[src/hdl/wmsj_pkg.sv]
`timescale 1ns / 1ps
`default_nettype none
// ----------------------------------------------------------------------------
// wmsj_pkg
// Shared types, codes and constants of the management frame scan and join
// engine.
// ----------------------------------------------------------------------------
package wmsj_pkg;

   localparam int TABLE_ENTRIES_DEF = 32;
   localparam int NAME_BYTES_DEF    = 32;

   localparam logic [1:0] ACT_FRAME      = 2'd0;
   localparam logic [1:0] ACT_SCAN       = 2'd1;
   localparam logic [1:0] ACT_JOIN       = 2'd2;
   localparam logic [1:0] ACT_DISCONNECT = 2'd3;

   localparam logic [2:0] EV_NONE         = 3'd0;
   localparam logic [2:0] EV_RECORDED     = 3'd1;
   localparam logic [2:0] EV_SEND_AUTH    = 3'd2;
   localparam logic [2:0] EV_SEND_ASSOC   = 3'd3;
   localparam logic [2:0] EV_CONNECTED    = 3'd4;
   localparam logic [2:0] EV_NOT_FOUND    = 3'd5;
   localparam logic [2:0] EV_DISCONNECTED = 3'd6;

   localparam logic [3:0] SUB_BEACON     = 4'h8;
   localparam logic [3:0] SUB_PROBE_RSP  = 4'h5;
   localparam logic [3:0] SUB_AUTH       = 4'hB;
   localparam logic [3:0] SUB_ASSOC_RSP  = 4'h1;

   localparam logic [7:0] IE_SSID    = 8'd0;
   localparam logic [7:0] IE_DS_PARAM = 8'd3;
   localparam logic [7:0] IE_RSN     = 8'd48;

   localparam logic [11:0] POS_ADDR_FIRST = 12'd10;
   localparam logic [11:0] POS_ADDR_END   = 12'd16;
   localparam logic [11:0] POS_HDR_LAST   = 12'd23;
   localparam logic [11:0] POS_IE_START   = 12'd36;
   localparam logic [11:0] POS_IE_LAST    = 12'd35;
   localparam logic [11:0] POS_MAX        = 12'd4095;

   typedef enum logic [2:0] {
      LINK_IDLE         = 3'd0,
      LINK_SCANNING     = 3'd1,
      LINK_AUTHENTICATE = 3'd2,
      LINK_ASSOCIATE    = 3'd3,
      LINK_CONNECTED    = 3'd4,
      LINK_DISCONNECTED = 3'd5
   } link_type;

   typedef enum logic [1:0] {
      PH_ID     = 2'd0,
      PH_LENGTH = 2'd1,
      PH_BODY   = 2'd2
   } phase_type;

   typedef struct packed {
      logic [1:0] action;
      logic [7:0] data_byte;
      logic       last_byte;
      logic [4:0] join_index;
   } req_type;

   typedef struct packed {
      logic [47:0] station_address;
      logic [7:0]  radio_channel;
      logic        protected_net;
      logic [5:0]  name_length;
   } entry_type;

   typedef struct packed {
      logic [2:0]  event_res;
      logic [2:0]  link_state;
      logic [5:0]  entry_count;
      logic [4:0]  entry_index;
      logic [47:0] station_address;
      logic [7:0]  radio_channel;
      logic        protected_net;
      logic [5:0]  name_length;
      logic [7:0]  name_byte;
      logic        last_result;
   } rsp_type;

endpackage
`default_nettype wire

[src/hdl/wmsj_ram.sv]
`timescale 1ns / 1ps
`default_nettype none
// ----------------------------------------------------------------------------
// wmsj_ram
// Generic single write, single read RAM with registered read data.
// ----------------------------------------------------------------------------
module wmsj_ram #(
   parameter int WIDTH = 8,
   parameter int DEPTH = 32
) (
   input  wire logic                             clock,
   input  wire logic                             wr_en,
   input  wire logic [(DEPTH>1?$clog2(DEPTH):1)-1:0] wr_addr,
   input  wire logic [WIDTH-1:0]                 wr_data,
   input  wire logic                             rd_en,
   input  wire logic [(DEPTH>1?$clog2(DEPTH):1)-1:0] rd_addr,
   output logic      [WIDTH-1:0]                 rd_data
);

   logic [WIDTH-1:0] mem_ff [DEPTH];

   always_ff @(posedge clock) begin
      if (wr_en) begin
         mem_ff[wr_addr] <= wr_data;
      end
      if (rd_en) begin
         rd_data <= mem_ff[rd_addr];
      end
   end

endmodule
`default_nettype wire

[src/hdl/wlan_mgmt_frame_scan_and_join.sv]
`timescale 1ns / 1ps
`default_nettype none
// ----------------------------------------------------------------------------
// wlan_mgmt_frame_scan_and_join
// Byte-wide 802.11 management frame parser with scan table and join sequence.
// ----------------------------------------------------------------------------
// One request is taken per cycle while no response waits. Frame bytes other
// than the last give no response; a command or an authentication/association
// response frame end in the matching link state gives one response in the
// cycle after the request, station fields read from the scan table RAM for a
// found join or such a frame end. A committed beacon or probe response gives
// one response per name byte; requests are held off until the last is taken.
// The scan table needs no clearing pass; only committed entries are ever read.
// ----------------------------------------------------------------------------
module wlan_mgmt_frame_scan_and_join #(
   parameter int TABLE_ENTRIES = wmsj_pkg::TABLE_ENTRIES_DEF,
   parameter int NAME_BYTES    = wmsj_pkg::NAME_BYTES_DEF
) (
   input  wire logic              clock,
   input  wire logic              reset,
   input  wire logic              req_valid,
   output logic                   req_ready,
   input  wire wmsj_pkg::req_type req_data,
   output logic                   rsp_valid,
   input  wire logic              rsp_ready,
   output wmsj_pkg::rsp_type      rsp_data
);

   localparam int TW = (TABLE_ENTRIES > 1) ? $clog2(TABLE_ENTRIES) : 1;
   localparam int CW = $clog2(TABLE_ENTRIES + 1);
   localparam int NW = (NAME_BYTES > 1) ? $clog2(NAME_BYTES) : 1;

   wmsj_pkg::link_type  link_ff, link_in;
   logic [CW-1:0]       count_ff, count_in;
   logic [4:0]          joined_ff, joined_in;
   logic [11:0]         pos_ff, pos_in;
   logic [3:0]          subtype_ff, subtype_in;
   logic [47:0]         sender_ff, sender_in;
   wmsj_pkg::phase_type phase_ff, phase_in;
   logic [7:0]          eid_ff, eid_in;
   logic [7:0]          erem_ff, erem_in;
   logic [7:0]          elen_ff, elen_in;
   logic [7:0]          first_ff, first_in;
   logic                stopped_ff, stopped_in;
   logic [7:0]          chan_ff, chan_in;
   logic                prot_ff, prot_in;
   logic [5:0]          nlen_ff, nlen_in;
   logic [7:0]          pending_ff [NAME_BYTES];
   logic [7:0]          pending_in [NAME_BYTES];
   logic [7:0]          sname_ff [NAME_BYTES];
   logic [7:0]          sname_in [NAME_BYTES];
   logic                rsp_valid_ff, rsp_valid_in;
   wmsj_pkg::rsp_type   rsp_ff, rsp_in;
   logic                from_ram_ff, from_ram_in;
   logic [NW-1:0]       run_ff, run_in;

   logic                ram_we;
   logic [TW-1:0]       ram_waddr;
   wmsj_pkg::entry_type ram_wdata;
   logic [TW-1:0]       ram_raddr;
   wmsj_pkg::entry_type ram_q;
   logic                accept;

   assign req_ready = !rsp_valid_ff || (rsp_ready && rsp_ff.last_result);
   assign accept    = req_valid && req_ready;
   assign rsp_valid = rsp_valid_ff;

   always_comb begin
      rsp_data = rsp_ff;
      if (from_ram_ff) begin
         rsp_data.station_address = ram_q.station_address;
         rsp_data.radio_channel   = ram_q.radio_channel;
         rsp_data.protected_net   = ram_q.protected_net;
         rsp_data.name_length     = ram_q.name_length;
      end
   end

   wmsj_ram #(
      .WIDTH($bits(wmsj_pkg::entry_type)),
      .DEPTH(TABLE_ENTRIES)
   ) u_table (
      .clock  (clock),
      .wr_en  (ram_we),
      .wr_addr(ram_waddr),
      .wr_data(ram_wdata),
      .rd_en  (accept),
      .rd_addr(ram_raddr),
      .rd_data(ram_q)
   );

   always_comb begin
      logic [7:0]  b;
      logic [11:0] p;
      logic [7:0]  off;
      logic [11:0] abyte;
      logic        done;
      logic        commit;
      link_in     = link_ff;
      count_in    = count_ff;
      joined_in   = joined_ff;
      pos_in      = pos_ff;
      subtype_in  = subtype_ff;
      sender_in   = sender_ff;
      phase_in    = phase_ff;
      eid_in      = eid_ff;
      erem_in     = erem_ff;
      elen_in     = elen_ff;
      first_in    = first_ff;
      stopped_in  = stopped_ff;
      chan_in     = chan_ff;
      prot_in     = prot_ff;
      nlen_in     = nlen_ff;
      pending_in  = pending_ff;
      sname_in    = sname_ff;
      rsp_valid_in = rsp_valid_ff && !rsp_ready;
      rsp_in      = rsp_ff;
      from_ram_in = from_ram_ff;
      run_in      = run_ff;
      ram_we      = 1'b0;
      ram_waddr   = TW'(count_ff);
      ram_wdata   = '0;
      ram_raddr   = TW'(9'(joined_ff));
      b      = req_data.data_byte;
      p      = pos_ff;
      off    = elen_ff - erem_ff;
      abyte  = p - wmsj_pkg::POS_ADDR_FIRST;
      done   = 1'b0;
      commit = 1'b0;

      // advance the name run
      if (rsp_valid_ff && rsp_ready && !rsp_ff.last_result) begin
         rsp_valid_in          = 1'b1;
         rsp_in.name_byte      = sname_ff[run_ff];
         rsp_in.last_result    = (6'(run_ff) + 6'd1) == rsp_ff.name_length;
         run_in                = run_ff + NW'(1);
      end

      if (accept) begin
         case (req_data.action)
            wmsj_pkg::ACT_FRAME: begin
               if (p == '0) begin
                  subtype_in = b[7:4];
                  stopped_in = !(b[7:4] == wmsj_pkg::SUB_BEACON ||
                                 b[7:4] == wmsj_pkg::SUB_PROBE_RSP);
               end
               if (p >= wmsj_pkg::POS_ADDR_FIRST && p < wmsj_pkg::POS_ADDR_END) begin
                  sender_in[abyte[2:0]*8 +: 8] = b;
               end
               if (p >= wmsj_pkg::POS_IE_START && !stopped_in) begin
                  unique case (phase_ff)
                     wmsj_pkg::PH_ID: begin
                        eid_in   = b;
                        phase_in = wmsj_pkg::PH_LENGTH;
                     end
                     wmsj_pkg::PH_LENGTH: begin
                        elen_in = b;
                        erem_in = b;
                        if (b == 8'd0) begin
                           done = 1'b1;
                        end else begin
                           phase_in = wmsj_pkg::PH_BODY;
                        end
                     end
                     default: begin
                        if (off == 8'd0) begin
                           first_in = b;
                        end
                        if (eid_ff == wmsj_pkg::IE_SSID && elen_ff <= 8'(NAME_BYTES) &&
                            off < 8'(NAME_BYTES)) begin
                           pending_in[off[NW-1:0]] = b;
                        end
                        erem_in = erem_ff - 8'd1;
                        done    = (erem_in == 8'd0);
                     end
                  endcase
                  if (done) begin
                     phase_in = wmsj_pkg::PH_ID;
                     if (eid_in == wmsj_pkg::IE_SSID) begin
                        if (elen_in <= 8'(NAME_BYTES)) begin
                           nlen_in  = elen_in[5:0];
                           sname_in = pending_in;
                        end
                     end else if (eid_in == wmsj_pkg::IE_DS_PARAM) begin
                        if (elen_in != 8'd0) begin
                           chan_in = first_in;
                        end
                     end else if (eid_in == wmsj_pkg::IE_RSN) begin
                        prot_in = 1'b1;
                     end
                  end
               end
               if (req_data.last_byte) begin
                  if (p >= wmsj_pkg::POS_HDR_LAST) begin
                     if (subtype_in == wmsj_pkg::SUB_BEACON ||
                         subtype_in == wmsj_pkg::SUB_PROBE_RSP) begin
                        commit = link_ff == wmsj_pkg::LINK_SCANNING &&
                                 count_ff < CW'(TABLE_ENTRIES) &&
                                 p >= wmsj_pkg::POS_IE_LAST && nlen_in != 6'd0;
                     end else if (subtype_in == wmsj_pkg::SUB_AUTH &&
                                  link_ff == wmsj_pkg::LINK_AUTHENTICATE) begin
                        link_in      = wmsj_pkg::LINK_ASSOCIATE;
                        rsp_valid_in = 1'b1;
                        rsp_in       = '0;
                        rsp_in.event_res   = wmsj_pkg::EV_SEND_ASSOC;
                        rsp_in.link_state  = wmsj_pkg::LINK_ASSOCIATE;
                        rsp_in.entry_count = 6'(count_ff);
                        rsp_in.entry_index = joined_ff;
                        rsp_in.last_result = 1'b1;
                        from_ram_in        = 1'b1;
                     end else if (subtype_in == wmsj_pkg::SUB_ASSOC_RSP &&
                                  link_ff == wmsj_pkg::LINK_ASSOCIATE) begin
                        link_in      = wmsj_pkg::LINK_CONNECTED;
                        rsp_valid_in = 1'b1;
                        rsp_in       = '0;
                        rsp_in.event_res   = wmsj_pkg::EV_CONNECTED;
                        rsp_in.link_state  = wmsj_pkg::LINK_CONNECTED;
                        rsp_in.entry_count = 6'(count_ff);
                        rsp_in.entry_index = joined_ff;
                        rsp_in.last_result = 1'b1;
                        from_ram_in        = 1'b1;
                     end
                  end
                  if (commit) begin
                     ram_we    = 1'b1;
                     ram_wdata = '{station_address: sender_in, radio_channel: chan_in,
                                   protected_net: prot_in, name_length: nlen_in};
                     count_in  = count_ff + CW'(1);
                     rsp_valid_in = 1'b1;
                     rsp_in.event_res       = wmsj_pkg::EV_RECORDED;
                     rsp_in.link_state      = link_ff;
                     rsp_in.entry_count     = 6'(count_in);
                     rsp_in.entry_index     = 5'(count_ff);
                     rsp_in.station_address = sender_in;
                     rsp_in.radio_channel   = chan_in;
                     rsp_in.protected_net   = prot_in;
                     rsp_in.name_length     = nlen_in;
                     rsp_in.name_byte       = sname_in[0];
                     rsp_in.last_result     = nlen_in == 6'd1;
                     from_ram_in            = 1'b0;
                     run_in                 = NW'(1);
                  end
                  pos_in     = '0;
                  subtype_in = '0;
                  sender_in  = '0;
                  phase_in   = wmsj_pkg::PH_ID;
                  eid_in     = '0;
                  erem_in    = '0;
                  elen_in    = '0;
                  first_in   = '0;
                  stopped_in = 1'b0;
                  chan_in    = '0;
                  prot_in    = 1'b0;
                  nlen_in    = '0;
               end else if (p < wmsj_pkg::POS_MAX) begin
                  pos_in = p + 12'd1;
               end
            end
            wmsj_pkg::ACT_SCAN: begin
               if (link_ff != wmsj_pkg::LINK_SCANNING) begin
                  link_in  = wmsj_pkg::LINK_SCANNING;
                  count_in = '0;
               end
               rsp_valid_in       = 1'b1;
               rsp_in             = '0;
               rsp_in.event_res   = wmsj_pkg::EV_NONE;
               rsp_in.link_state  = wmsj_pkg::LINK_SCANNING;
               rsp_in.entry_count = 6'(count_in);
               rsp_in.last_result = 1'b1;
               from_ram_in        = 1'b0;
            end
            wmsj_pkg::ACT_JOIN: begin
               ram_raddr          = TW'(9'(req_data.join_index));
               rsp_valid_in       = 1'b1;
               rsp_in             = '0;
               rsp_in.entry_index = req_data.join_index;
               rsp_in.last_result = 1'b1;
               if (9'(req_data.join_index) >= 9'(count_ff)) begin
                  rsp_in.event_res = wmsj_pkg::EV_NOT_FOUND;
                  from_ram_in      = 1'b0;
               end else begin
                  joined_in        = req_data.join_index;
                  link_in          = wmsj_pkg::LINK_AUTHENTICATE;
                  rsp_in.event_res = wmsj_pkg::EV_SEND_AUTH;
                  from_ram_in      = 1'b1;
               end
               rsp_in.link_state  = link_in;
               rsp_in.entry_count = 6'(count_ff);
            end
            default: begin
               link_in            = wmsj_pkg::LINK_DISCONNECTED;
               joined_in          = '0;
               rsp_valid_in       = 1'b1;
               rsp_in             = '0;
               rsp_in.event_res   = wmsj_pkg::EV_DISCONNECTED;
               rsp_in.link_state  = wmsj_pkg::LINK_DISCONNECTED;
               rsp_in.entry_count = 6'(count_ff);
               rsp_in.last_result = 1'b1;
               from_ram_in        = 1'b0;
            end
         endcase
      end
   end

   always_ff @(posedge clock) begin
      if (reset) begin
         link_ff      <= wmsj_pkg::LINK_IDLE;
         count_ff     <= '0;
         joined_ff    <= '0;
         pos_ff       <= '0;
         subtype_ff   <= '0;
         sender_ff    <= '0;
         phase_ff     <= wmsj_pkg::PH_ID;
         eid_ff       <= '0;
         erem_ff      <= '0;
         elen_ff      <= '0;
         first_ff     <= '0;
         stopped_ff   <= 1'b0;
         chan_ff      <= '0;
         prot_ff      <= 1'b0;
         nlen_ff      <= '0;
         rsp_valid_ff <= 1'b0;
         from_ram_ff  <= 1'b0;
         run_ff       <= '0;
      end else begin
         link_ff      <= link_in;
         count_ff     <= count_in;
         joined_ff    <= joined_in;
         pos_ff       <= pos_in;
         subtype_ff   <= subtype_in;
         sender_ff    <= sender_in;
         phase_ff     <= phase_in;
         eid_ff       <= eid_in;
         erem_ff      <= erem_in;
         elen_ff      <= elen_in;
         first_ff     <= first_in;
         stopped_ff   <= stopped_in;
         chan_ff      <= chan_in;
         prot_ff      <= prot_in;
         nlen_ff      <= nlen_in;
         rsp_valid_ff <= rsp_valid_in;
         from_ram_ff  <= from_ram_in;
         run_ff       <= run_in;
      end
      rsp_ff     <= rsp_in;
      pending_ff <= pending_in;
      sname_ff   <= sname_in;
   end

   a_no_req_mid_run: assert property (@(posedge clock) disable iff (reset)
      accept |-> !(rsp_valid_ff && !rsp_ff.last_result))
      else $error("request taken during a name run");

   a_count_bound: assert property (@(posedge clock) disable iff (reset)
      count_ff <= CW'(TABLE_ENTRIES))
      else $error("scan table count beyond capacity");

   a_recorded_named: assert property (@(posedge clock) disable iff (reset)
      (rsp_valid_ff && rsp_ff.event_res == wmsj_pkg::EV_RECORDED) |->
         rsp_ff.name_length != 6'd0)
      else $error("entry recorded without a name");

   a_joined_valid: assert property (@(posedge clock) disable iff (reset)
      (link_ff == wmsj_pkg::LINK_AUTHENTICATE || link_ff == wmsj_pkg::LINK_ASSOCIATE ||
       link_ff == wmsj_pkg::LINK_CONNECTED) |-> 9'(joined_ff) < 9'(count_ff))
      else $error("joined entry outside the scan table");

endmodule
`default_nettype wire
[config.mk]
export PLATFORM = sky130hd
export DESIGN_NAME = wlan_mgmt_frame_scan_and_join
export DESIGN_NICKNAME = d
export VERILOG_FILES = /design/src/hdl/wmsj_pkg.sv /design/src/hdl/wmsj_ram.sv /design/src/hdl/wlan_mgmt_frame_scan_and_join.sv
export SDC_FILE = /design/constraint.sdc
export NUM_CORES = 2
export LEC_CHECK = 0
export BUFFER_PORTS_ARGS = -buffer_cell sky130_fd_sc_hd__buf_2
export CAP_MARGIN = 10
export CORE_MARGIN = 2
export CORE_UTILIZATION = 35
export CTS_CLUSTER_SIZE = 20
export DETAILED_ROUTE_END_ITERATION = 16
export GPL_ROUTABILITY_DRIVEN = 0
export PLACE_DENSITY = 0.51
export SLEW_MARGIN = 0
export SYNTH_ARGS = -nofsm -noshare
export SYNTH_HDL_FRONTEND = slang
export SYNTH_SLANG_ARGS = --single-unit
[constraint.sdc]
create_clock -name clock -period 46.2 [get_ports clock]
set_input_delay 6.93 -clock clock [delete_from_list [all_inputs] [get_ports clock]]
set_output_delay 6.93 -clock clock [all_outputs]
set_load 0.02 [all_outputs]
Word level (Yosys, flattened, before mapping)
Memories as Yosys holds them, arrays and structs flattened. A register that Yosys moved wholly into a read port is not among the register bits. Cells that the tools add are included.

RAM bits: 2016. Word-level logic and storage cells: 336. Bits in registers: 736. Memories: 1. Output and inout bits: 91. Input port bits: 20.

Shift-type cells: 2. Add/sub/neg operators: 8. Bitwise logic cells: 3. Equal/unequal tests: 29. Reduce and logical (&&, ||, !) cells: 50. $lt $le $gt $ge: 14. Muxes and demuxes: 137.

Memories: u_table.mem_ff (words 32, bits a word 63, rd ports 1, clocked after Yosys merged registers in 1, wr ports 1, line wmsj_ram.sv:20) `logic [WIDTH-1:0] mem_ff [DEPTH];`.

Operators with widths (count): $mux 256 (6); $mux 89 (6); $mux 63 (5); $pmux 89 s3 (1); $bwmux 256 (1); $mux 8 (27); $mux 48 (2); $mux 6 (10); $bwmux 48 (1); $shift 8x34->48 const A (1); $shiftx 8x34->48 (1); $mux 1 (41); $bmux 8 s5 (1); $demux 8 s5 (1); $logic_not 8->1 (5); $mux 5 (8); $neg 6->34 (1); $ge 12x6->1 const B (2); $mux 12 (2); $mux 3 (8); $mux 9 (2); $le 8x6->1 const B (2); $mux 4 (4); $pmux 8 s2 (1); other kinds (54) (104).

Depth between registers and ports, before layout
Depth in word-level cells: 31. Gate-level depth with buffers: 14. Gate-level depth less buffers: 11.

By module
From an unflattened synthesis, not the netlist that was laid out.

Cell total of the unflattened synthesis: 5614. Area, all modules: 112750.6 µm².

Modules (own cells, without submodules): wmsj_ram (area an instance 78431.5 µm², cells an instance 3055, sequential area each 62429.9 µm², instances 1); wlan_mgmt_frame_scan_and_join (area an instance 34319.2 µm², cells an instance 2559, sequential area each 20659.8 µm², instances 1).

Least setup slack after synthesis
Ideal clock, no wire load.

Path kind: input to register. From: input req_data[11] (netlist name). To: register sname_ff[0] (netlist name) (enable). Required time: 45.337 ns. Setup time: 0.863 ns. Cell stages on the path: 5. Buffers on the path: 0. Arrival: 18.641 ns. Setup slack: 26.696 ns. Path through: or3_1 -> or3_1 -> a21oi_1 -> o211ai_1 -> nor2_1.

Cells in the longest elaborated chain, start to end: 9. Elaborated cells between the ends (all ways): 26. Classes of those cells: 1 x order compare; 2 x eq/ne; 16 x mux; 7 x reduce/logical.

RTL lines: start: declaration (line wlan_mgmt_frame_scan_and_join.sv:23) `input wire wmsj_pkg::req_type req_data,`; branches (longest 8 deep; another with $le 8x6->1); $reduce_and 6->1 (no line) *; end signal: assignment (line wlan_mgmt_frame_scan_and_join.sv:346) `sname_ff <= sname_in;`; end: declaration (line wlan_mgmt_frame_scan_and_join.sv:50) `logic [7:0] sname_ff [NAME_BYTES];`.

Mark *: on every way between the ends. The select of a mux whose other input is x is not followed. A chain may end at the register's enable or synchronous reset.

Worst setup path in the final report
From: input rsp_ready. To: output req_ready.

Cells in the longest elaborated chain, start to end: 2.

RTL lines: start: declaration (line wlan_mgmt_frame_scan_and_join.sv:25) `input wire logic rsp_ready,`; $logic_and 1x1->1 (line wlan_mgmt_frame_scan_and_join.sv:64) `assign req_ready = !rsp_valid_ff || (rsp_ready && rsp_ff.last_result);`; $logic_or 1x1->1 (line wlan_mgmt_frame_scan_and_join.sv:64); end: declaration (line wlan_mgmt_frame_scan_and_join.sv:22) `output logic req_ready,`.

No other way between the ends.

==> summary.md <==
| Metric | Value |
|---|---|
| Synth warnings | `0` |
| DRT Pass-1 Iters | `5` |
| IO Count | `about 110` |
| Layout area overhead | `14.3%` |
| Vias/cell | `between 5 and 6` |
| # clock sinks | `~2800` |
| Post-synth ARST share | `0%` |
| Ys flop type | `edfxtp_1` |
| Cell variety after synth | `between 80 and 90` |
| Met1 WL | `around 140000 µm` |
| Post-CTS Hold Buffers | `0` |
| DRC viols | `0` |
| Share of cells above drive strength 1 | `approximately 23%` |
| Leak | `35.4 nW` |
| Total CTS buffers | `305` |
| Vias in the first global route | `60700` |
| Core Util, Final | `40.1%` |
| CTS Buffer Depth | `4` |
| Root Driver | `clkbuf_16` |
| Worst slew pin tran | `about 1200 ps` |
| Total power | `5.28 mW` |
| H-tree levels | `5` |
| Post-CTS Resized | `0` |
| Max layer used | `met5` |
| PortBufs | `110` |
| FF+latch count, synth | `~2800` |
| Commonest cells after routing, fill and taps aside | `2671 x edfxtp_1, 598 x nand2_1, 410 x mux4_2, 313 x clkbuf_16, 278 x nor2_1` |
| Pwr Density | `between 40 and 50 nW/µm²` |
| Switch share | `a little over a fifth` |
| FP Rows | `207` |
| Worst setup path category | `in2out` |
| Max Cap Viol | `0` |
| Die outline height | `approximately 570 µm` |
| Status | `finished clean` |
| Met3 wire length | `approximately 24000 µm` |
| Element type at the critical path end | `primary output` |
| Max IR drop VDD | `about 27 µV` |
| Gr ovfl total | `0` |
| Final setup violation count | `0` |
| Largest net degree at the start of global routing | `185` |
| Fin nets | `~6700` |
| Internal power | `slightly above 4 mW` |
| Period minus WS final | `approximately 14000 ps` |
| Metal2 WL | `approximately 150000 µm` |
| Hold Crit Class | `reg2reg` |
| Die width | `568 µm` |
| Crit path arrival time | `~7500 ps` |
| Max Transition Viols Final | `0` |
| Initial Utilization | `a little over a third` |
| Final Hold Viols | `0` |
| WL final | `roughly 330000 µm` |
| Slew margin rel. | `15.4%` |
| CP Data Required Time | `between 30000 and 40000 ps` |
| Most common library cell in the layout ignoring fill and taps | `edfxtp_1` |
| P_sw | `between 1 and 1.5 mW` |
| Detail Route Antenna Nets | `0` |
| Clock Latency Late Sink | `roughly 910 ps` |
| Core area | `roughly 320000 µm²` |
| Hpwl dp | `~190000 µm` |
| Logic pwr share | `between 3 and 4%` |
| Syn Inst Count | `between 6000 and 7000` |
| Postcts setup bufs | `0` |
| Fmax | `69.2 MHz` |
| Netlist area before placement | `~110000 µm²` |
| Clock network fraction of total power | `between 40% and 50%` |
| Setup_tns | `0 ps` |
| Drt initial violations | `~7100` |
| RSZ-0062 raised after global routing | `false` |
| Sequential power share | `~53%` |
| Post-Syn Area per Cell | `17.5 µm²` |
| Seq/Total Area, Yosys | `about three quarters` |
| GRT Total Usage | `~20%` |
| Worst Skew | `48.8 ps` |
| EDFF count, synth | `around 2700` |
| Antenna violations before repair | `26` |
| Syn nets | `roughly 6400` |
| Crit Path Max Fanout | `6` |
| Clock Pin Slew Worst Setup and Hold Paths | `around 60 ps` |
| Wire per inst | `30.0 µm` |
| CTS tree | `done` |
| Worst Setup Start Kind | `input pin` |
| First-pass GRT wire length | `about 470000 µm` |
| Full die area | `roughly 320000 µm²` |
| Final Cycle Share | `between 30% and 40%` |
| Routed vias | `between 60000 and 70000` |
-- power by group through the flow --
stage	registers, mW	logic [mW]	clock network (mW)
3_3_place_gp	2.83	0.164	0
2_1_floorplan	2.82	0.0954	0
4_1_cts	2.77	0.165	2.39
3_5_place_dp	2.83	0.165	0
5_1_grt	2.77	0.173	2.49
6_report	2.77	0.164	2.34
-- critical path: stages --
cell,delay [ps]
buf_2,100
a21bo_2,260
buf_2,220
-- layout make-up --
| class | count | area, µm² |
|---|---|---|
| Antenna cell | 8 | 20.0 |
| Sequential cell | 2815 | 83100 |
| Inverter | 46 | 178 |
| Clock buffer | 394 | 8200 |
| Tap cell | 4180 | 5230 |
| Fill cell | 28400 | 190000 |
| Multi-Input combinational cell | 3114 | 27000 |
| Clock inverter | 148 | 1220 |
| Timing Repair Buffer | 327 | 2340 |
-- state kept, by name, summed over array words and instances (netlist names), 6 cells and up --
| register | flops |
|---|---|
| pending_ff | 256 |
| count_ff | 6 |
| chan_ff | 8 |
| sname_ff | 256 |
| erem_ff | 8 |
| rsp_ff | 63 |
| u_table.mem_ff | 2016 |
| nlen_ff | 6 |
| elen_ff | 8 |
| eid_ff | 8 |
| pos_ff | 12 |
| rsp_data | 26 |
| sender_ff | 48 |
| first_ff | 8 |
| u_table.rd_data | 63 |
-- stage by stage --
step / instances / setup WS [ps] / instance area [µm²] / hold slack (ps)
final: 11000 / 31760 / 127000 / 496
after global routing: 11000 / 31760 / 127000 / 509
after CTS: 11000 / 31770 / 127000 / 495
after detailed placement: 10500 / 31780 / 118000 / 481
after global placement: 10500 / 31780 / 118000 / 468
after floorplan: 6380 / 26700 / 111000 / 453
-- kinds of logic after synthesis --
family                   after synthesis  synth area share, %
buffers and inverters                451                 1.68
XOR/XNOR                              26                0.204
AND/OR/NAND/NOR                     1505                 6.06
AO/OA/AOI/OAI                        727                 4.75
flip-flops                          2815                 74.6
multiplexers                         824                 12.3
adder cells (fa/ha/maj)               32                0.366
-- worst paths after layout --
check	startpoint	slack, ps	endpoint	depth (start not counted)
setup / recovery	rsp_ready	31760	req_ready	3
hold / removal	sender_ff[43]	500	sender_ff[43]	2
setup reg to reg	rsp_data[0]	39710	u_table.rd_data[25]	10
hold reg to reg	sender_ff[43]	500	sender_ff[43]	2
-- cell usage after synthesis, drive strengths merged (5+ instances only) --
master	n	area (µm²)
nand3b	13	97.6
clkbuf	265	995
or2	8	50.1
o21ai	141	706
xnor2	19	166
o22ai	16	100
o2111ai	131	1150
inv	41	154
and2	12	75.1
dfxtp	144	2880
nand3	269	1350
o31ai	14	110
o32ai	9	78.8
and4	7	61.3
a211oi	35	263
nand4	89	557
or3	18	113
buf	140	699
a21o	13	97.6
nand2b	10	62.6
a22o	9	78.8
a211o	11	96.3
o211ai	10	75.1
clkinv	5	18.8
ha	31	388
nor2	354	1350
a21oi	58	294
a2bb2oi	35	307
mux2	279	3140
o221ai	32	280
nor3	61	315
nor4	19	125
edfxtp	2671	80200
a22oi	171	1280
nor2b	6	37.5
nand2	599	2250
xor2	7	61.3
mux2i	135	1350
a31oi	8	50.1
mux4	410	9230
and3	16	100
-- per-layer routing --
| layer | up-vias | track usage [%] |
|---|---|---|
| met5 | - | 0 |
| met4 | 4 | 5.06 |
| met3 | 447 | 3.33 |
| met2 | 2388 | 31.6 |
| met1 | 33400 | 28.7 |
| li1 | 26000 | - |
Power figures use the tool's default switching activity.
